<file path="src/hdl/prefix_code_bit_decoder_macros.svh">
// Shared assertion macros for the prefix code bit decoder.
// Both expect clk and rst_n in scope.
`ifndef PREFIX_CODE_BIT_DECODER_MACROS_SVH
`define PREFIX_CODE_BIT_DECODER_MACROS_SVH

// Property must hold on every clock edge outside reset.
`define PCBD_ASSERT(label, prop, msg) \
    label: assert property (@(posedge clk) disable iff (!rst_n) prop) else $error(msg);

// Condition must never be seen outside reset.
`define PCBD_ASSERT_NEVER(label, cond, msg) \
    label: assert property (@(posedge clk) disable iff (!rst_n) !(cond)) else $error(msg);

`endif

</file>
<file path="src/hdl/pcbd_pkg.sv">
`default_nettype none

package pcbd_pkg;

    localparam int TABLE_ENTRIES = 256;
    localparam int MAX_CODE_LEN  = 32;
    localparam int SYMBOL_BITS   = 16;

    // field widths
    localparam int ENTRY_IDX_W = 8;
    localparam int CODE_W      = 32;
    localparam int CODE_LEN_W  = 6;

    // code table split into banks, all banks read at the same row each cycle of a scan
    localparam int BANKS       = 8;
    localparam int BANK_SEL_W  = $clog2(BANKS);
    localparam int BANK_DEPTH  = TABLE_ENTRIES / BANKS;
    localparam int BANK_AW     = $clog2(BANK_DEPTH);

    localparam logic REQ_LOAD = 1'b0;
    localparam logic REQ_BIT  = 1'b1;

    typedef struct packed {
        logic                   req_type;
        logic [ENTRY_IDX_W-1:0] entry_index;
        logic [15:0]            entry_symbol;
        logic [CODE_W-1:0]      entry_code;
        logic [CODE_LEN_W-1:0]  entry_code_len;
        logic                   code_bit;
    } req_t;

    typedef struct packed {
        logic [15:0] symbol;
        logic        overflow_error;
    } rsp_t;

    typedef struct packed {
        logic [SYMBOL_BITS-1:0] symbol;
        logic [CODE_W-1:0]      code;
        logic [CODE_LEN_W-1:0]  code_len;
    } entry_t;

    // controller -> datapath
    typedef struct packed {
        logic write;     // store a table entry
        logic shift;     // take a bit into the window, restart the scan
        logic overflow;  // window full: clear it, queue an error result
        logic scan;      // read the next row of all banks
        logic match;     // queue the hit symbol, clear the window
        logic push;      // move the queued result to the output register
    } ctl_cmd_t;

    // datapath -> controller
    typedef struct packed {
        logic win_full;
        logic hit;
        logic last;
    } dp_stat_t;

endpackage

`default_nettype wire

</file>
<file path="src/hdl/pcbd_ctrl.sv">
`default_nettype none
`include "prefix_code_bit_decoder_macros.svh"

module pcbd_ctrl
    import pcbd_pkg::*;
(
    input  wire logic     clk,
    input  wire logic     rst_n,
    input  wire logic     req_valid,
    output logic          req_ready,
    input  wire logic     req_type,
    output logic          rsp_valid,
    input  wire logic     rsp_ready,
    input  wire dp_stat_t stat,
    output ctl_cmd_t      cmd
);

    typedef enum logic [1:0] {S_IDLE, S_SCAN, S_PUSH} state_t;

    state_t state_reg, state_next;
    logic   rsp_valid_reg, rsp_valid_next;

    always_comb
    begin
        cmd        = '0;
        state_next = state_reg;
        req_ready  = (state_reg == S_IDLE);
        case (state_reg)
            S_IDLE:
            begin
                if (req_valid)
                begin
                    if (req_type == REQ_LOAD)
                    begin
                        cmd.write = 1'b1;
                    end
                    else if (stat.win_full)
                    begin
                        cmd.overflow = 1'b1;
                        state_next   = S_PUSH;
                    end
                    else
                    begin
                        cmd.shift  = 1'b1;
                        state_next = S_SCAN;
                    end
                end
            end
            S_SCAN:
            begin
                cmd.scan = 1'b1;
                if (stat.hit)
                begin
                    cmd.match  = 1'b1;
                    state_next = S_PUSH;
                end
                else if (stat.last)
                begin
                    state_next = S_IDLE;
                end
            end
            S_PUSH:
            begin
                if (!rsp_valid_reg || rsp_ready)
                begin
                    cmd.push   = 1'b1;
                    state_next = S_IDLE;
                end
            end
            default:
            begin
                state_next = S_IDLE;
            end
        endcase

        if (cmd.push)
            rsp_valid_next = 1'b1;
        else if (rsp_ready)
            rsp_valid_next = 1'b0;
        else
            rsp_valid_next = rsp_valid_reg;
    end

    always_ff @(posedge clk or negedge rst_n)
    begin
        if (!rst_n)
        begin
            state_reg     <= S_IDLE;
            rsp_valid_reg <= 1'b0;
        end
        else
        begin
            state_reg     <= state_next;
            rsp_valid_reg <= rsp_valid_next;
        end
    end

    assign rsp_valid = rsp_valid_reg;

    `PCBD_ASSERT(a_push_free, (cmd.push |-> (!rsp_valid_reg || rsp_ready)), "result overwritten")
    `PCBD_ASSERT(a_hit_push, ((state_reg == S_SCAN && stat.hit) |=> state_reg == S_PUSH), "hit lost")
    `PCBD_ASSERT(a_rsp_src, ($rose(rsp_valid_reg) |-> $past(state_reg) == S_PUSH), "stray result")

endmodule

`default_nettype wire

</file>
<file path="config.mk">
export PLATFORM = sky130hd
export DESIGN_NAME = pcbd_ctrl
export DESIGN_NICKNAME = d
export VERILOG_FILES = /design/src/hdl/pcbd_pkg.sv /design/src/hdl/pcbd_ctrl.sv
export VERILOG_INCLUDE_DIRS = /design/src /design/src/hdl
export SDC_FILE = /design/constraint.sdc
export NUM_CORES = 1
export LEC_CHECK = 0
export ABC_AREA = 0
export BUFFER_PORTS_ARGS = -buffer_cell sky130_fd_sc_hd__buf_2
export CAP_MARGIN = 20
export CORE_AREA = 3 3 40 42
export DETAILED_ROUTE_END_ITERATION = 10
export DIE_AREA = 0 0 43 45
export PLACE_DENSITY = 0.42
export RECOVER_POWER = 25
export SETUP_SLACK_MARGIN = 0.15
export SLEW_MARGIN = 25
export SYNTH_ARGS = -nofsm -noshare
export SYNTH_HDL_FRONTEND = slang
export SYNTH_SLANG_ARGS = --single-unit
</file>
<file path="constraint.sdc">
create_clock -name clk -period 1.3 [get_ports clk]
set_clock_uncertainty 0.15 [all_clocks]
set_input_delay 0.065 -clock clk [delete_from_list [all_inputs] [get_ports clk]]
set_output_delay 0.065 -clock clk [all_outputs]
set_load 0.02 [all_outputs]
</file>
==> results of run 1 <==
[what timing repair did]
action	CTS	global route
endpoints found under the hold margin	4	0
hold buffers	6	0
pin swaps	1	0
resized for setup	9	10
endpoints found under the setup margin	8	9
cloned	0	0
setup buffers	4	1
[how the worst max path moves through the flow]
stage / from / endpoint / slack [ns] / cells past startpoint
finish: state_reg[0]$_DFFE_PN0P_ / cmd[3] / -0.06 / 3
global route: state_reg[1]$_DFFE_PN0P_ / cmd[5] / -0.13 / 3
CTS: state_reg[0]$_DFFE_PN0P_ / cmd[0] / -0.07 / 3
detailed placement: state_reg[1]$_DFFE_PN0P_ / cmd[3] / 0.10 / 3
global placement: state_reg[1]$_DFFE_PN0P_ / cmd[4] / 0.15 / 3
floorplan: state_reg[1]$_DFFE_PN0P_ / cmd[3] / 0.12 / 2
[cell type report]
| cell class | instances | share of cell area |
|---|---|---|
| inverters | 2 | 0.0152 |
| clock buffers | 4 | 0.0533 |
| well taps | 15 | 0.0381 |
| multi-input cells | 14 | 0.325 |
| flip-flops and latches | 3 | 0.155 |
| repair buffers | 26 | 0.414 |
[power breakdown]
group,internal (uW),leakage (uW),switching (uW)
Clock,115,0.0000150,46.8
Sequential,105,0.0000382,9.44
Combinational,90.9,0.000180,79.3
[logic make-up (layout without fill, tap and decap cells)]
group | count (synthesis) | count (layout) | synth area share
AND/OR/NAND/NOR | 12 | 12 | 0.435
buffers and inverters | 3 | 32 | 0.0746
flip-flops | 3 | 3 | 0.373
AO/OA/AOI/OAI | 2 | 2 | 0.118
[worst register-to-register path: cells and delay by family (launching register included)]
family          cells  cell delay, ns
buf+inv             2            0.27
simple gates        1            0.23
compound gates      1            0.15
flops               1            0.44
[cells in the final DEF (no fill, tap or decap), drive strengths merged]
cell type	count
o221ai	1
nand3b	1
nor4b	1
inv	2
o2bb2ai	1
nand4bb	1
buf	19
dfrtp	3
nand2b	2
dlygate4sd3	6
nor2	4
nand2	1
nor2b	2
clkbuf	5
[metal layers]
layer	track usage	wire [um]	vias up	share of wire
li1	-	-	128	-
met1	0.0949	287	116	0.43
met2	0.111	287	17	0.43
met3	0.0398	87	0	0.13
met4	0.0542	0	0	0
met5	0	0	-	0
[metrics by stage]
step / hold slack [ns] / std cells / TNS (ns)
global placement: -0.289 / 49 / 0
finish: 0.0150 / 64 / -0.215
detailed placement: -0.285 / 49 / 0
global route: 0.0328 / 64 / -0.754
floorplan: -0.381 / 20 / 0
CTS: 0.0220 / 63 / -0.308
==> results.py, run 1 <==
metrics = {
    "synth": {
        "ys_types": 12,
        "syn_nets": 28,
        "ys_warn_count": 0,
        "synthCells": 20,
        "yosys.area.top_type_share": 0.373,
        "synth.yosys.seq_area_share": 0.373,
        "yosys.cell_count.top_type": "nor2_1",
        "synth_area_leaders": "dfrtp_1 37%, nand4bb_4 14%, nor2_1 7.5%",
        "syn_area_per_cell_um2": 10.1,
        "synth-edff-count": 0,
        "yosys-top-cells-count": "4 x nor2_1, 3 x dfrtp_1, 2 x inv_1, 2 x nand2b_1, 2 x nor2b_1",
        "ys_seq_elements": 3,
        "ys.flop_type": "dfrtp_1",
        "async_flop_share": 1.00,
        "synth.largest_area_cell": "dfrtp_1",
        "mappedNetlistArea_um2": 201,
    },
    "grt": {
        "grt_pass1_wl_mm": 1.07,
        "grt_pass1_vias": 236,
        "grtUsageTotal": 0.0794,
        "grt_start_max_net_pins": 7,
        "globalRoute.totalOverflow": 0,
        "antenna_found_initial": 0,
    },
    "flow_run": {
        "maxCapViolations": 0,
    },
    "clock_network": {
        "clock_latency_ns": 0.23,
        "ctsRootBufferMaster": "clkbuf_4",
        "cts_sinks": 3,
        "clk_pin_slew_ns": 0.04,
        "htreeDepth": 1,
        "tritoncts": "yes",
        "cts_buffers": 3,
        "clockBufferDepth": 2,
    },
    "placement": {
        "dp_slack_ns": 0.105,
        "gp_congestion": 0.761,
        "dp.final_hpwl_um": 459,
        "port_buffers": 15,
        "place_area_um2": 294,
    },
    "critical_path": {
        "r2r_cells": 4,
        "end_kind": "output pin",
        "reg2reg_from": "state_reg[0]$_DFFE_PN0P_",
        "cp_data_required_time_ns": 1.09,
        "r2r_end": "state_reg[1]$_DFFE_PN0P_",
        "crit_path_start_kind": "register",
        "r2r_slack_ns": -0.03,
        "crit_chain": "nand4bb_4 -> nor2_2 -> buf_4",
        "crit_path_top_delay_cell": "dfrtp_2",
        "crit_type": "register to output pin",
        "cp_max_fo": 6,
        "cp_data_arrival_time_ns": 1.15,
        "crit_family": "flip-flops",
        "cp_slowest_stage_delay_ns": 0.44,
        "critPathBufInv": 1,
    },
    "sta": {
        "max_freq_mhz": 735,
        "tightestPinTransition_ns": 0.212,
        "setup_violations": 6,
        "hold_viol_final": 0,
        "rsz0062_at_grt": "yes",
        "finalCritPeriodShare": 1.05,
        "min_period_ns": 1.36,
        "fin_ws_ns": -0.0610,
        "drv_slew": 0,
        "maxSlewHeadroom": 0.858,
    },
    "die": {
        "die_h_um": 45,
        "io_pins": 16,
        "start_util": 0.157,
        "die_w_um": 43,
        "fp.dieArea_um2": 1940,
        "coreArea_um2": 1280,
        "num_rows": 13,
    },
    "power_and_ir_drop": {
        "power_uw": 446,
        "p_leak_uw": 0.000233,
        "peakVddDrop_uv": 472,
        "power_density_nw_per_um2": 905,
    },
    "detailed_routing": {
        "drc": 0,
        "wl_per_cell_um": 10.3,
        "dr.pass1.iters": 2,
        "ant_nets": 0,
        "wl_um": 661,
        "viasPerCell": 4.08,
        "drt_iter0_drc": 1,
        "via_count": 261,
    },
    "layout": {
        "multiInputGateArea_um2": 160,
        "seq_area_um2": 76.3,
        "area_growth_pct": 145,
        "antenna_cells": 0,
        "finish.utilization": 0.384,
        "final_cell_area_um2": 493,
        "fill_cells": 133,
        "nets": 58,
        "largest_reg_flops": 2,
        "drive_gt1_frac": 0.633,
    },
    "hold_path": {
        "hold_end": "rsp_valid$_DFFE_PN0P_",
        "worstHoldStart": "rsp_ready",
        "hold_class": "input pin to register",
        "min_path_cells": 3,
    },
    "status": {
        "violations": "setup timing",
        "status": "complete, but fails checks",
    },
}
Note: power is estimated with default switching activity, not from simulation.
==> run 2: changes to the inputs <==
ABC_AREA = 1   (was 0)
RECOVER_POWER = 50   (was 25)
==> run 2 against run 1 <==
  * The flow finishes with violations (hold timing, setup timing)
  * Sequential power rose by 13%
  * Hold slack lost 0.038 ns
  * Non-clock buffer count decreased by 2
  * Critical path depth grew 2
  * Global-route usage is 0.19 points lower
  * Combinational power is 25% higher
  * Cell count rose by 16%
  * Count of clock-buffer cells in the layout unchanged
  * Maximum frequency increased by 1.3%
  * Register-to-register slack improved by 0.14 ns
  * Area after synthesis grew 2.5%
  * First-iteration DRC count unchanged
  * Largest cell class unchanged
  * Highest routed layer unchanged
==> results.py, run 2 <==
metrics = {
    "status": {
        "status": "complete, but fails checks",
        "violations": "hold timing, setup timing",
    },
    "grt": {
        "grtUsageTotal": 0.0774,
        "antenna_found_initial": 0,
        "grt_start_max_net_pins": 6,
        "grt_pass1_wl_mm": 1.07,
        "grt_pass1_vias": 280,
        "globalRoute.totalOverflow": 0,
    },
    "detailed_routing": {
        "drc": 0,
        "wl_per_cell_um": 8.42,
        "viasPerCell": 3.88,
        "ant_nets": 0,
        "drt_iter0_drc": 1,
        "wl_um": 623,
        "dr.pass1.iters": 2,
        "via_count": 287,
    },
    "synth": {
        "syn_area_per_cell_um2": 6.45,
        "synth_adder_area_share": 0,
        "yosys-top-cells-count": "9 x nand2_1, 7 x nor2_1, 4 x inv_1, 3 x dfrtp_1, 2 x nand2_2",
        "synth_top_family_by_area": "simple AND/OR/NAND/NOR gates",
        "synth_xor_area_frac": 0,
        "synth.largest_area_cell": "dfrtp_1",
        "synthCells": 32,
        "synth_compound_area_frac": 0.0485,
        "ys_types": 12,
        "ys.flop_type": "dfrtp_1",
        "synth.yosys.seq_area_share": 0.364,
        "yosys-mux-area-fraction": 0,
        "yosys.cell_count.top_type": "nand2_1",
        "syn_nets": 40,
        "async_flop_share": 1.00,
        "ys_seq_elements": 3,
        "synth-simple-area-share": 0.461,
        "synth-edff-count": 0,
        "yosys.area.top_type_share": 0.364,
        "mappedNetlistArea_um2": 206,
        "ys_warn_count": 0,
        "synth_area_leaders": "dfrtp_1 36%, nand2_1 16%, nor2_1 13%",
    },
    "sta": {
        "drv_slew": 0,
        "setup_violations": 4,
        "rsz0062_at_grt": "yes",
        "hold_viol_final": 1,
        "tightestPinTransition_ns": 0.253,
        "finalCritPeriodShare": 1.03,
        "fin_setup_tns_ns": -0.150,
        "fin_ws_ns": -0.0440,
        "min_period_ns": 1.34,
        "max_freq_mhz": 744,
        "maxSlewHeadroom": 0.832,
        "whs_ns": -0.0232,
    },
    "clock_network": {
        "ctsRootBufferMaster": "clkbuf_4",
        "cts_sinks": 3,
        "clockBufferDepth": 2,
        "cts_hold_buffers": 4,
        "clock_latency_ns": 0.24,
        "cts_buffers": 3,
        "tritoncts": "yes",
        "clk_pin_slew_ns": 0.03,
        "htreeDepth": 1,
    },
    "critical_path": {
        "cp_data_arrival_time_ns": 1.13,
        "end_kind": "output pin",
        "crit_path_start_kind": "register",
        "crit_path_top_delay_cell": "dfrtp_2",
        "crit_top_cell": "buf_6",
        "crit_family": "flip-flops",
        "crit_type": "register to output pin",
        "cp_max_fo": 3,
        "critPathBufInv": 4,
        "cp_slowest_stage_delay_ns": 0.42,
        "crit_chain": "buf_4 -> buf_6 -> nand3_2 -> inv_2 -> buf_6",
        "cp_data_required_time_ns": 1.09,
    },
    "die": {
        "die_h_um": 45,
        "num_rows": 13,
        "coreArea_um2": 1280,
        "die_w_um": 43,
        "start_util": 0.161,
        "io_pins": 16,
        "fp.dieArea_um2": 1940,
    },
    "hold_path": {
        "hold_class": "input pin to register",
    },
    "placement": {
        "place_area_um2": 300,
        "port_buffers": 15,
        "gp_congestion": 0.658,
        "dp.final_hpwl_um": 407,
    },
    "layout": {
        "antenna_cells": 0,
        "finish.utilization": 0.353,
        "final_cell_mix": "8 x nand2_1, 8 x buf_4, 7 x buf_2",
        "largest_reg_flops": 2,
        "area_growth_pct": 120,
        "nets": 68,
        "drive_gt1_frac": 0.610,
        "final_cell_area_um2": 454,
    },
    "power_and_ir_drop": {
        "power_density_nw_per_um2": 1110,
        "peakVddDrop_uv": 626,
        "p_leak_uw": 0.000239,
        "power_uw": 506,
    },
    "flow_run": {
        "maxCapViolations": 0,
    },
}
run 2: cell type report:
class | instances | area [um2]
clock buffer | 4 | 26.3
fill | 149 | 831
inverter | 5 | 18.8
multi-input combinational | 23 | 129
sequential | 3 | 77.6
tap | 15 | 18.8
timing repair buffer | 24 | 184
run 2: worst paths after layout:
kind,slack (ns),depth (start not counted),startpoint,endpoint
worst min register to register,0.40,2,rsp_valid$_DFFE_PN0P_,rsp_valid$_DFFE_PN0P_
worst min-delay path,-0.02,4,stat[2],state_reg[0]$_DFFE_PN0P_
max in group asynchronous,0.27,3,rst_n,state_reg[0]$_DFFE_PN0P_
min in group asynchronous,0.56,3,rst_n,rsp_valid$_DFFE_PN0P_
worst max register to register,0.11,6,state_reg[0]$_DFFE_PN0P_,state_reg[1]$_DFFE_PN0P_
worst max-delay path,-0.04,5,state_reg[0]$_DFFE_PN0P_,cmd[1]
run 2: power by group:
part	switching (uW)	internal (uW)
sequential	18.6	110
clock	50.2	115
combinational	111	101
total	180	326
run 2: repair_timing:
action                                  in CTS  in global routing
setup buffers                                3                  2
endpoints found under the setup margin       7                  8
hold endpoints to repair                     5                  1
pin swaps                                    3                  2
resized for setup                           16                  2
run 2: cells by family after synthesis:
| kind of cell | count (synthesis) |
|---|---|
| AO/OA/AOI/OAI | 2 |
| buffers and inverters | 6 |
| flip-flops | 3 |
| AND/OR/NAND/NOR | 21 |
run 2: worst min-delay path: stages:
cell and delay (ns):
buf_2 0.09, inv_1 0.04, nand2_2 0.07, o21ai_1 0.05
run 2: per-layer routing:
| metal | wire length (um) | GRT usage | vias to the layer above |
|---|---|---|---|
| met2 | 285 | 0.129 | 15 |
| met4 | 0 | 0 | 0 |
| met3 | 101 | 0.0717 | 0 |
| met5 | 0 | 0 | - |
| li1 | - | - | 148 |
| met1 | 235 | 0.0771 | 124 |
run 2: stage by stage:
step | std cells | setup slack [ns]
floorplan | 32 | 0.139
finish | 74 | -0.0440
CTS | 72 | -0.0557
detailed placement | 61 | 0.172
global route | 74 | -0.112
global placement | 61 | 0.175
